**src/rtl/core/assert_macros.svh**
```systemverilog
//------------------------------------------------------------------------------
// assert_macros.svh
// Assertion shorthands shared by the mouse packet decoder modules.
//------------------------------------------------------------------------------
`ifndef ASSERT_MACROS_SVH
`define ASSERT_MACROS_SVH

// Check on every clock edge outside reset
`define MPD_ASSERT(label, prop, msg) \
    label: assert property (@(posedge aclk) disable iff (!aresetn) (prop)) else $error(msg);

// Check on every clock edge, reset included
`define MPD_ASSERT_ALWAYS(label, prop, msg) \
    label: assert property (@(posedge aclk) (prop)) else $error(msg);

`endif

```
**src/rtl/core/mpd_pkg.sv**
```systemverilog
//------------------------------------------------------------------------------
// mpd_pkg
// Shared types and constants of the mouse packet decoder.
//------------------------------------------------------------------------------
package mpd_pkg;

    // Packet formats, as held in the format register
    localparam logic FMT_THREE = 1'b0;
    localparam logic FMT_FIVE  = 1'b1;

    // Register select, taken from paddr bit 2
    localparam logic REG_FORMAT = 1'b0;
    localparam logic REG_SCALE  = 1'b1;

    localparam int          PKT_MAX       = 5;
    localparam logic [2:0]  LEN_THREE     = 3'd3;
    localparam logic [2:0]  LEN_FIVE      = 3'd5;
    localparam logic [2:0]  SCALE_RESET   = 3'd2;
    localparam logic [7:0]  BYTE0_RESET   = 8'h07;
    localparam logic [7:0]  SYNC_MASK     = 8'hF8;
    localparam logic [7:0]  SYNC_VALUE    = 8'h80;
    localparam logic [2:0]  BUTTON_INVERT = 3'h7;

    localparam int QUEUE_DEPTH_DEF = 2;

    // One complete, checked packet on its way to the back end
    typedef struct packed {
        logic [2:0] buttons;
        logic [7:0] dx_a;
        logic [7:0] dx_b;
        logic [7:0] dy_a;
        logic [7:0] dy_b;
    } pkt_t;

endpackage

```
**src/rtl/core/mouse_packet_decoder.sv**
```systemverilog
// Mouse packet decoder: accepts one received byte per cycle on s_ and emits one
// motion/button item on m_ for each good packet (three-byte or five-byte format,
// chosen by the format register). A completed packet goes through a small queue
// (QUEUE_DEPTH entries) to the back end, whose output register loads it from the
// queue head once it is free or being read out. s_tready drops only
// when the queue is full, which takes a stalled m_ side and several packets. Write
// the format and scale registers only while no packet is in flight.
//------------------------------------------------------------------------------
// mouse_packet_decoder
// Top level: configuration registers, front end, packet queue and back end.
//------------------------------------------------------------------------------
module mouse_packet_decoder
    import mpd_pkg::*;
#(
    parameter int QUEUE_DEPTH = QUEUE_DEPTH_DEF
)
(
    input  logic        aclk,
    input  logic        aresetn,
    // Configuration port
    input  logic        psel,
    input  logic        penable,
    input  logic        pwrite,
    input  logic [2:0]  paddr,
    input  logic [31:0] pwdata,
    output logic [31:0] prdata,
    output logic        pready,
    // Byte input
    input  logic        s_tvalid,
    output logic        s_tready,
    input  logic [7:0]  s_tdata,   // [7:0] rx_byte
    // Result output
    output logic        m_tvalid,
    input  logic        m_tready,
    output logic [31:0] m_tdata    // [11:0] delta_x, [23:12] delta_y, [26:24] buttons
);

    logic              fmt_reg;
    logic [2:0]        scale_reg;
    logic              cfg_write;

    logic              byte_valid;
    logic              push, pop, q_full, q_valid;
    pkt_t              push_pkt, head_pkt;
    logic signed [11:0] delta_x, delta_y;
    logic [2:0]        buttons;

    // Configuration registers
    assign pready    = 1'b1;
    assign cfg_write = psel && penable && pwrite && pready;

    always_ff @(posedge aclk) begin
        if (!aresetn) begin
            fmt_reg   <= FMT_THREE;
            scale_reg <= SCALE_RESET;
        end else if (cfg_write) begin
            if (paddr[2] == REG_FORMAT) begin
                fmt_reg <= pwdata[0];
            end else begin
                scale_reg <= pwdata[2:0];
            end
        end
    end

    assign prdata = (paddr[2] == REG_SCALE) ? {29'd0, scale_reg} : {31'd0, fmt_reg};

    // Front end takes a byte whenever the queue has room
    assign s_tready   = !q_full;
    assign byte_valid = s_tvalid && s_tready;

    mpd_front u_front (
        .aclk     (aclk),
        .aresetn  (aresetn),
        .fmt      (fmt_reg),
        .byte_valid(byte_valid),
        .rx_byte  (s_tdata),
        .push     (push),
        .push_pkt (push_pkt)
    );

    mpd_queue #(
        .DEPTH(QUEUE_DEPTH)
    ) u_queue (
        .aclk     (aclk),
        .aresetn  (aresetn),
        .push     (push),
        .push_pkt (push_pkt),
        .pop      (pop),
        .full     (q_full),
        .not_empty(q_valid),
        .head_pkt (head_pkt)
    );

    mpd_back u_back (
        .aclk      (aclk),
        .aresetn   (aresetn),
        .scale     (scale_reg),
        .head_valid(q_valid),
        .head_pkt  (head_pkt),
        .pop       (pop),
        .m_valid   (m_tvalid),
        .m_ready   (m_tready),
        .delta_x   (delta_x),
        .delta_y   (delta_y),
        .buttons   (buttons)
    );

    assign m_tdata = {5'd0, buttons, delta_y, delta_x};

endmodule

```
**src/rtl/core/mpd_front.sv**
```systemverilog
//------------------------------------------------------------------------------
// mpd_front
// Takes received bytes, tracks packet position, restart and discard, and
// pushes each good packet into the queue.
//------------------------------------------------------------------------------
`include "assert_macros.svh"

module mpd_front
    import mpd_pkg::*;
(
    input  logic       aclk,
    input  logic       aresetn,
    input  logic       fmt,
    input  logic       byte_valid,
    input  logic [7:0] rx_byte,
    output logic       push,
    output pkt_t       push_pkt
);

    logic [2:0] pos_reg, pos_next;
    logic       drop_reg, drop_next;
    logic [7:0] bytes_reg [PKT_MAX];
    logic [7:0] cur [PKT_MAX];

    logic       restart;
    logic [2:0] pos_eff;
    logic [2:0] pos_inc;
    logic [2:0] pkt_len;
    logic       sign_ok;

    assign restart = (fmt == FMT_FIVE) && ((rx_byte & SYNC_MASK) == SYNC_VALUE);
    assign pos_eff = restart ? 3'd0 : pos_reg;
    assign pos_inc = pos_eff + 3'd1;
    assign pkt_len = (fmt == FMT_FIVE) ? LEN_FIVE : LEN_THREE;

    // Packet as it stands with this byte placed
    always_comb begin
        for (int i = 0; i < PKT_MAX; i++) begin
            cur[i] = (pos_eff == 3'(i)) ? rx_byte : bytes_reg[i];
        end
    end

    assign sign_ok = (cur[0][5:4] == {cur[2][7], cur[1][7]});

    // Position, discard flag and push decision
    always_comb begin
        pos_next  = pos_reg;
        drop_next = drop_reg;
        push      = 1'b0;
        if (byte_valid) begin
            if (drop_reg) begin
                drop_next = 1'b0;
                pos_next  = pos_eff;
            end else if (pos_inc < pkt_len) begin
                pos_next = pos_inc;
            end else begin
                pos_next = 3'd0;
                if (fmt == FMT_THREE && !sign_ok) begin
                    drop_next = 1'b1;
                end else begin
                    push = 1'b1;
                end
            end
        end
    end

    // Packet record for the back end
    always_comb begin
        push_pkt.dx_a = cur[1];
        push_pkt.dy_a = cur[2];
        if (fmt == FMT_FIVE) begin
            push_pkt.dx_b    = cur[3];
            push_pkt.dy_b    = cur[4];
            push_pkt.buttons = cur[0][2:0];
        end else begin
            push_pkt.dx_b    = 8'd0;
            push_pkt.dy_b    = 8'd0;
            push_pkt.buttons = {cur[0][0], cur[0][2:1]} ^ BUTTON_INVERT;
        end
    end

    always_ff @(posedge aclk) begin
        if (!aresetn) begin
            pos_reg  <= 3'd0;
            drop_reg <= 1'b0;
        end else begin
            pos_reg  <= pos_next;
            drop_reg <= drop_next;
        end
    end

    // Store the byte at its place unless it is discarded
    always_ff @(posedge aclk) begin
        if (!aresetn) begin
            for (int i = 0; i < PKT_MAX; i++) begin
                bytes_reg[i] <= (i == 0) ? BYTE0_RESET : 8'd0;
            end
        end else if (byte_valid && !drop_reg) begin
            bytes_reg[pos_eff] <= rx_byte;
        end
    end

    `MPD_ASSERT(a_pos_range, pos_reg < LEN_FIVE, "byte position out of range")
    `MPD_ASSERT(a_drop_no_push, drop_reg |-> !push, "discarded byte completed a packet")

endmodule

```
**src/rtl/core/mpd_queue.sv**
```systemverilog
//------------------------------------------------------------------------------
// mpd_queue
// Small packet queue between front and back end.
//------------------------------------------------------------------------------
`include "assert_macros.svh"

module mpd_queue
    import mpd_pkg::*;
#(
    parameter int DEPTH = QUEUE_DEPTH_DEF
)
(
    input  logic aclk,
    input  logic aresetn,
    input  logic push,
    input  pkt_t push_pkt,
    input  logic pop,
    output logic full,
    output logic not_empty,
    output pkt_t head_pkt
);

    localparam int PTR_W = (DEPTH > 1) ? $clog2(DEPTH) : 1;
    localparam int CNT_W = $clog2(DEPTH + 1);

    pkt_t             mem_reg [DEPTH];
    logic [PTR_W-1:0] wr_ptr_reg, wr_ptr_next;
    logic [PTR_W-1:0] rd_ptr_reg, rd_ptr_next;
    logic [CNT_W-1:0] count_reg, count_next;

    assign full      = (count_reg == CNT_W'(DEPTH));
    assign not_empty = (count_reg != '0);
    assign head_pkt  = mem_reg[rd_ptr_reg];

    // Advance pointers and count
    always_comb begin
        wr_ptr_next = wr_ptr_reg;
        rd_ptr_next = rd_ptr_reg;
        count_next  = count_reg;
        if (push) begin
            wr_ptr_next = (wr_ptr_reg == PTR_W'(DEPTH - 1)) ? '0 : wr_ptr_reg + 1'b1;
        end
        if (pop) begin
            rd_ptr_next = (rd_ptr_reg == PTR_W'(DEPTH - 1)) ? '0 : rd_ptr_reg + 1'b1;
        end
        if (push && !pop) begin
            count_next = count_reg + 1'b1;
        end else if (pop && !push) begin
            count_next = count_reg - 1'b1;
        end
    end

    always_ff @(posedge aclk) begin
        if (!aresetn) begin
            wr_ptr_reg <= '0;
            rd_ptr_reg <= '0;
            count_reg  <= '0;
        end else begin
            wr_ptr_reg <= wr_ptr_next;
            rd_ptr_reg <= rd_ptr_next;
            count_reg  <= count_next;
        end
    end

    always_ff @(posedge aclk) begin
        if (push) begin
            mem_reg[wr_ptr_reg] <= push_pkt;
        end
    end

    `MPD_ASSERT(a_no_overflow, full |-> !push, "push into full queue")
    `MPD_ASSERT(a_no_underflow, pop |-> not_empty, "pop from empty queue")

endmodule

```
**src/rtl/core/mpd_back.sv**
```systemverilog
//------------------------------------------------------------------------------
// mpd_back
// Sums and scales the deltas of one packet and holds the result for output.
//------------------------------------------------------------------------------
`include "assert_macros.svh"

module mpd_back
    import mpd_pkg::*;
(
    input  logic              aclk,
    input  logic              aresetn,
    input  logic [2:0]        scale,
    input  logic              head_valid,
    input  pkt_t              head_pkt,
    output logic              pop,
    output logic              m_valid,
    input  logic              m_ready,
    output logic signed [11:0] delta_x,
    output logic signed [11:0] delta_y,
    output logic [2:0]        buttons
);

    logic               valid_reg, valid_next;
    logic signed [11:0] dx_reg, dy_reg;
    logic [2:0]         btn_reg;

    logic signed [11:0] sum_x, neg_y;
    logic signed [3:0]  scale_s;
    logic signed [15:0] prod_x, prod_y;

    assign pop = head_valid && (!valid_reg || m_ready);

    // Sum the delta pairs, negate Y, apply scale
    assign sum_x   = $signed({{4{head_pkt.dx_a[7]}}, head_pkt.dx_a})
                   + $signed({{4{head_pkt.dx_b[7]}}, head_pkt.dx_b});
    assign neg_y   = 12'sd0 - $signed({{4{head_pkt.dy_a[7]}}, head_pkt.dy_a})
                   - $signed({{4{head_pkt.dy_b[7]}}, head_pkt.dy_b});
    assign scale_s = $signed({1'b0, scale});
    assign prod_x  = 16'(sum_x * scale_s);
    assign prod_y  = 16'(neg_y * scale_s);

    always_comb begin
        valid_next = valid_reg;
        if (pop) begin
            valid_next = 1'b1;
        end else if (m_ready) begin
            valid_next = 1'b0;
        end
    end

    always_ff @(posedge aclk) begin
        if (!aresetn) begin
            valid_reg <= 1'b0;
        end else begin
            valid_reg <= valid_next;
        end
    end

    // Load the output register on pop
    always_ff @(posedge aclk) begin
        if (pop) begin
            dx_reg  <= prod_x[11:0];
            dy_reg  <= prod_y[11:0];
            btn_reg <= head_pkt.buttons;
        end
    end

    assign m_valid = valid_reg;
    assign delta_x = dx_reg;
    assign delta_y = dy_reg;
    assign buttons = btn_reg;

    `MPD_ASSERT_ALWAYS(a_reset_clears, !aresetn |=> !valid_reg, "output valid after reset")
    `MPD_ASSERT(a_hold_stalled, valid_reg && !m_ready |=> valid_reg && $stable(dx_reg),
        "stalled result lost")

endmodule

```
**config.mk**
```make
export PLATFORM = sky130hd
export DESIGN_NAME = mouse_packet_decoder
export DESIGN_NICKNAME = d
export VERILOG_FILES = /design/src/rtl/core/mpd_pkg.sv /design/src/rtl/core/mouse_packet_decoder.sv /design/src/rtl/core/mpd_front.sv /design/src/rtl/core/mpd_queue.sv /design/src/rtl/core/mpd_back.sv
export VERILOG_INCLUDE_DIRS = /design/src /design/src/rtl/core
export SDC_FILE = /design/constraint.sdc
export NUM_CORES = 1
export LEC_CHECK = 0
export ABC_AREA = 1
export BUFFER_PORTS_ARGS = -buffer_cell sky130_fd_sc_hd__clkbuf_2
export CORE_UTILIZATION = 43
export DETAILED_ROUTE_END_ITERATION = 6
export HOLD_SLACK_MARGIN = 0.05
export MAX_ROUTING_LAYER = met4
export PLACE_DENSITY = 0.61
export SLEW_MARGIN = 10
export SYNTH_ARGS = -nofsm -noshare
export SYNTH_HDL_FRONTEND = slang
export SYNTH_SLANG_ARGS = --single-unit
```
**constraint.sdc**
```tcl
create_clock -name aclk -period 5.6 [get_ports aclk]
set_clock_uncertainty 0.1 [all_clocks]
set_input_delay 0 -clock aclk [delete_from_list [all_inputs] [get_ports aclk]]
set_output_delay 0 -clock aclk [all_outputs]
set_load 0.05 [all_outputs]
```
* Word level (Yosys, flattened, before mapping) *
Memories as Yosys holds them, arrays and structs flattened. A register that Yosys moved wholly into a read port is not among the register bits.
Cells that the tools add are included.

word-level totals
  memories kept = 2
  latch bits = 0
  bits in writable memories = 110
  logic and storage cells = 94
  register bits = 40
  output and inout port bits = 67
  memory bits (read-only) = 0

memories
  memory             depth  bits a word  read ports  clocked after memory_dff  wr ports  RTL line         RTL
  u_queue.mem_reg    2      35           1           1                         1         mpd_queue.sv:26  pkt_t mem_reg [DEPTH];
  u_front.bytes_reg  5      8            5           0                         5         mpd_front.sv:22  logic [7:0] bytes_reg [PKT_MAX];

operators by class
  multiplexer cells = 37
  $lt $le $gt $ge = 1
  reductions and logical operators = 23
  bitwise operators = 3
  shifts and indexed selects = 0
  $mul = 2
  add/sub/neg operators = 8
  div/mod/pow operators = 0
  equality and inequality tests = 7

operator list
  operator                                         count
  2-to-1 mux 8 bit                                 7
  2-to-1 mux 3 bit                                 7
  2-to-1 mux 1 bit                                 20
  multiplier 12 x 4 -> 12 bit                      1
  multiplier 9 x 4 -> 12 bit                       1
  subtractor 9 x 8 -> 10 bit                       1
  adder 8 x 8 -> 9 bit                             1
  logical AND 1 bit                                9
  subtractor 1 x 8 -> 9 bit, first input constant  1
  OR reduction 8 bit                               1
  == test 3 x 2 -> 1 bit, second input constant    2
  zero test 1 bit                                  6
  2-to-1 mux 6 bit                                 1
  nonzero test 2 bit                               3
  == test 5 bit, second input constant             1
  2-to-1 mux 2 bit                                 2
  AND reduction 2 bit                              2
  adder 3 x 1 -> 3 bit, second input constant      1
  == test 3 x 1 -> 1 bit, second input constant    1
  == test 3 bit, second input constant             1
  zero test 3 bit                                  1
  < comparator 3 bit                               1
  inverter 3 bit                                   1
  adder 1 bit, second input constant               2
  other kinds (6)                                  7

* Logic depth before layout (Yosys ltp) *
  depth in word-level cells = 16
  mapped depth = 27
  gate-level depth less buffers = 26

* Modules after synthesis *
Synthesis repeated with hierarchy kept, for this count alone.

second synthesis, totals
  cells, all modules = 981
  area total of the unflattened synthesis = 9451.6 µm²

by module, submodules not included
  module                instances  cells each  sequential area each (µm²)  area an instance (µm²)
  mpd_back              1          491         830.8                       3759.9
  mpd_queue             1          144         2202.1                      2907.8
  mpd_front             1          272         1191.1                      2293.4
  mouse_packet_decoder  1          74          80.1                        490.5

* Worst setup path after synthesis *
Ideal clock, no wire load.

  path type = register to register
  start point = register with a tool-made name
  end point = register u_back.dy_reg[11] (netlist: u_back.delta_y[11]) (data pin)
  period minus slack after synthesis = 4.824 ns
  data arrival time = 4.471 ns
  path slack = 0.776 ns
  library setup time = 0.253 ns
  required time = 5.247 ns
  cell stages (with the launch flop) = 28
  cells stage by stage = dfxtp_1 -> clkbuf_1 -> mux2_2 -> ha_1 -> inv_1 -> ha_1 -> inv_1 -> fa_1 -> nand3b_1 -> nand2_1 -> nand4_1 -> nand4_1 -> xor2_1 -> inv_1 -> nor2_1 -> ha_1 -> inv_1 -> fa_1 -> inv_1 -> ha_1 -> nand2_1 -> a21oi_1 -> a211oi_1 -> nand2_1 -> a31oi_1 -> inv_1 -> nand3_1 -> nand2_1

RTL lines
  element                 RTL line        RTL
  end signal: assignment  mpd_back.sv:63  dy_reg <= prod_y[11:0];
  end: declaration        mpd_back.sv:24  logic signed [11:0] dx_reg, dy_reg;

==> results <==
- The critical path is of the flip-flop to flip-flop type.
- The critical path launch point type is a flip-flop.
- After the first detailed-routing iteration, the DRC count stood at ~270.
- The post-placement cell count is 1212.
- The total global-route track usage is 16.60%.
- The synthesized instance count is 906.
- The share of flip-flops with an asynchronous set or reset after synthesis is 0%.
- Of the post-synthesis cell area, the dominant cell type holds 44.79%.
- The ratio of final minimum period to clock period is 88.64%.
- The number of synthesis warnings is 0.
- The layout has 1839 filler cells.
- The initial antenna violation count is 0.
- Among the stages of the critical path, the cell type that occurs most often is sky130_fd_sc_hd__inv_1.
- The number of buffers and inverters on the critical path is 6.
- The number of routed nets with antenna violations is 0.
- The mapped netlist covers 0.008984 sq mm.
- Sorting the synthesized cells by area gives the leading types as sky130_fd_sc_hd__edfxtp_1, sky130_fd_sc_hd__ha_1, sky130_fd_sc_hd__inv_1.
- The smallest clock period supported by the final layout is computed as a little under 5000 ps.
- The headroom to the max-slew limit is 65.36%.
- Cells with a size suffix above 1 make up 13.15% of the layout.
- The routed length per instance is 12.66 um.
- In this run the count of I/O pins placed on the die edge is 117.
- The summed negative setup slack over all endpoints is 0 ps.
- The sum of overflow across all layers after global routing is 0.
- The congestion estimate from routability-driven global placement came to 0.7741.
- The share of the Yosys chip area taken by registers is a little under half.
- The required time of the worst setup path is 5680 ps.
- The cell type with the highest aggregate area in the netlist is sky130_fd_sc_hd__edfxtp_1.
- The number of max-slew violations in the final report is 0.
- Of all nets on the critical path, the largest fanout is 6.
- The number of max-cap violations is 0.
- The slowest stage cell on the critical path is sky130_fd_sc_hd__fa_1.
- The net count of the finished layout is approximately 1.1k.
- The width of the die is 146.5 um.
- The final core utilization is 50.32%.
- The analysis attributes to cell leakage a power of 4.623 nW.
- The detailed-route via count is 5954.
- The number of CTS-inserted buffers is 17.
- The largest single stage delay on the critical path is ~490 ps.
- Timing would allow up to 0.2015 GHz.
- The flow ran to the end, and the final reports show no timing, DRC or antenna violations.
- The DRC violations left is 0.
- The most instantiated flip-flop cell in the synthesis netlist is sky130_fd_sc_hd__edfxtp_1.
- The TritonCTS sink count is 148.
- The count of buffers added on input and output ports is 50.
- In this run the worst hold path is classified as primary input to flip-flop.
- After detailed routing, the number of vias per cell comes to 4.703.
- By count the netlist is led by sky130_fd_sc_hd__inv_1, sky130_fd_sc_hd__edfxtp_1, sky130_fd_sc_hd__nand2_1.
- The power density normalized to cell area is 600.1 mW/mm^2.
- The total routed wirelength is roughly 16 mm.
- The relative area change from synthesis to final layout is 14.07%.
- The total of endpoints with negative setup slack in the final report is 0.
- The total die area is between 0.02 and 0.025 sq mm.
- The first global-routing pass estimated 27.09 mm of wire.
- The die height is 146.5 um.
- The number of failing hold endpoints at the final stage came to 0.
- The number of buffers on the longest clock path is 2.
- The largest vdd supply drop is 0.0003621 V.
- After the flow finishes, the layout carries non-filler instances totaling ~1.3k.
- Summing internal, switching and leakage power gives 6.149 mW.
- For the pin with the worst max-slew slack, the measured transition is roughly 520 ps.
- The number of antenna diodes in the final layout is 0.
- The synthesized area per cell is 9.916 sq um.
- For the worst setup path, the data arrival time is 5040 ps.
- The register with the most flip-flops in the layout has 70 of them.
- Among all cell types in the netlist, the one instantiated most often is sky130_fd_sc_hd__inv_1.
- The number of global-route vias before repair is roughly 5.7k.
- The initialized floorplan defines 52 standard-cell rows.
- The first detailed-routing pass ran for 4 iterations.
- The worst setup path is captured at a flip-flop.
- Setup repair after global routing left no endpoint under its margin.
- The starting density of the core is 44.11%.
- The placeable core region is 0.02036 sq mm.
- The buffer cell driving the clock tree root is sky130_fd_sc_hd__clkbuf_16.
- The number of enable-type register cells in the synthesized netlist is roughly 130.
- The H-tree was split into 4 levels.
- The HPWL reported at the end of detailed placement is between 10 and 15 mm.
- The family with the most delay on the worst path is adder cells.
- Entering global routing, the biggest net connects 36 pins.
- The clock insertion delay at the later pin of the skew report is 420 ps.
- TritonCTS built the clock tree.
- The clock transition at the register clock pins on the worst setup and hold paths after CTS is 60 ps.
- The number of different library cells in the post-synthesis netlist is 45.
- The post-synthesis sequential element count is about 150.
==> stage by stage <==
stage,setup slack (ps),hold WS [ps],instance area (sq um)
floorplan,775.8,26.42,9107
global placement,597.4,139.0,9413
detailed placement,541.4,140.2,9413
CTS,494.9,338.3,10240
global route,125.4,348.2,10250
finish,636.4,349.9,10250
==> kinds of logic after synthesis <==
group / count (synthesis) / synth area share (%)
multiplexers: 31 / 3.719
flip-flops: 148 / 47.91
AND/OR/NAND/NOR: 274 / 13.20
AO/OA/AOI/OAI: 125 / 7.395
buffers and inverters: 201 / 9.986
adder cells (fa/ha/maj): 92 / 14.48
XOR/XNOR: 33 / 3.217
other: 2 / 0.08360
==> power by group <==
group	switching, mW	internal (mW)
sequential	0.0657	1.56
combinational	2.22	1.14
clock	0.425	0.734
==> worst min-delay path, cell delays in order <==
cell and delay (ps):
sky130_fd_sc_hd__dlygate4sd3_1 520, sky130_fd_sc_hd__clkbuf_2 100, sky130_fd_sc_hd__nor2_1 60, sky130_fd_sc_hd__nor2_1 100, sky130_fd_sc_hd__nor2_1 50
==> cell usage in the layout (no fill, tap or decap), types with 3 or more instances in the layout <==
cell type / synthesis / layout
sky130_fd_sc_hd__inv_1: 135 / 135
sky130_fd_sc_hd__edfxtp_1: 134 / 134
sky130_fd_sc_hd__nand2_1: 126 / 126
sky130_fd_sc_hd__nor2_1: 84 / 83
sky130_fd_sc_hd__ha_1: 72 / 72
sky130_fd_sc_hd__a21oi_1: 55 / 54
sky130_fd_sc_hd__clkbuf_2: 0 / 50
sky130_fd_sc_hd__o21ai_0: 39 / 39
sky130_fd_sc_hd__nand3_1: 35 / 35
sky130_fd_sc_hd__conb_1: 2 / 35
sky130_fd_sc_hd__xor2_1: 26 / 25
sky130_fd_sc_hd__dlygate4sd3_1: 0 / 22
sky130_fd_sc_hd__fa_1: 20 / 20
sky130_fd_sc_hd__mux2_2: 19 / 19
sky130_fd_sc_hd__clkbuf_16: 0 / 17
sky130_fd_sc_hd__o21ai_1: 16 / 16
sky130_fd_sc_hd__dfxtp_1: 14 / 14
sky130_fd_sc_hd__mux2i_1: 12 / 12
sky130_fd_sc_hd__inv_2: 8 / 8
sky130_fd_sc_hd__xnor2_1: 7 / 7
sky130_fd_sc_hd__clkinv_1: 5 / 6
sky130_fd_sc_hd__buf_4: 35 / 6
sky130_fd_sc_hd__nand4_1: 5 / 5
sky130_fd_sc_hd__nand2_2: 4 / 4
sky130_fd_sc_hd__or2_2: 4 / 4
sky130_fd_sc_hd__or2_1: 4 / 4
sky130_fd_sc_hd__a31oi_1: 4 / 4
sky130_fd_sc_hd__nor2_2: 2 / 3
sky130_fd_sc_hd__clkbuf_8: 0 / 3
sky130_fd_sc_hd__clkbuf_1: 13 / 3
sky130_fd_sc_hd__bufinv_16: 0 / 3
==> worst paths after layout <==
check,start,end,slack [ps],cells after the start
worst min register to register,u_queue.rd_ptr_reg,u_queue.rd_ptr_reg,370,1
worst max-delay path,flip-flop,u_back.delta_y[11],640,26
worst max register to register,flip-flop,u_back.delta_y[11],640,26
worst min-delay path,m_tready,u_back.m_valid,350,5
==> layout make-up <==
type                    instances  area [sq um]  area share, %
multi-input cells             590          3928          38.33
inverters                     148         555.5          5.421
clock buffers                  23         478.0          4.664
clock inverters                 9         128.9          1.258
well taps                     270         337.8          3.297
repair buffers                 78         515.5          5.031
flip-flops and latches        148          4304          42.00
==> repair_timing <==
action	CTS	global route
resized for setup	0	1
setup endpoints to repair	0	1
buffers inserted	0	0
endpoints found under the hold margin	61	0
hold buffers	22	0
==> layer usage <==
| metal | track usage (%) | part of all wire, % | up-vias |
|---|---|---|---|
| li1 | - | - | 3099 |
| met1 | 21.68 | 48 | 2702 |
| met2 | 25.33 | 45 | 134 |
| met3 | 3.719 | 6.0 | 19 |
| met4 | 5.885 | 1.4 | 0 |
| met5 | - | 0 | - |
No activity file was read; power rests on OpenSTA's default activity.
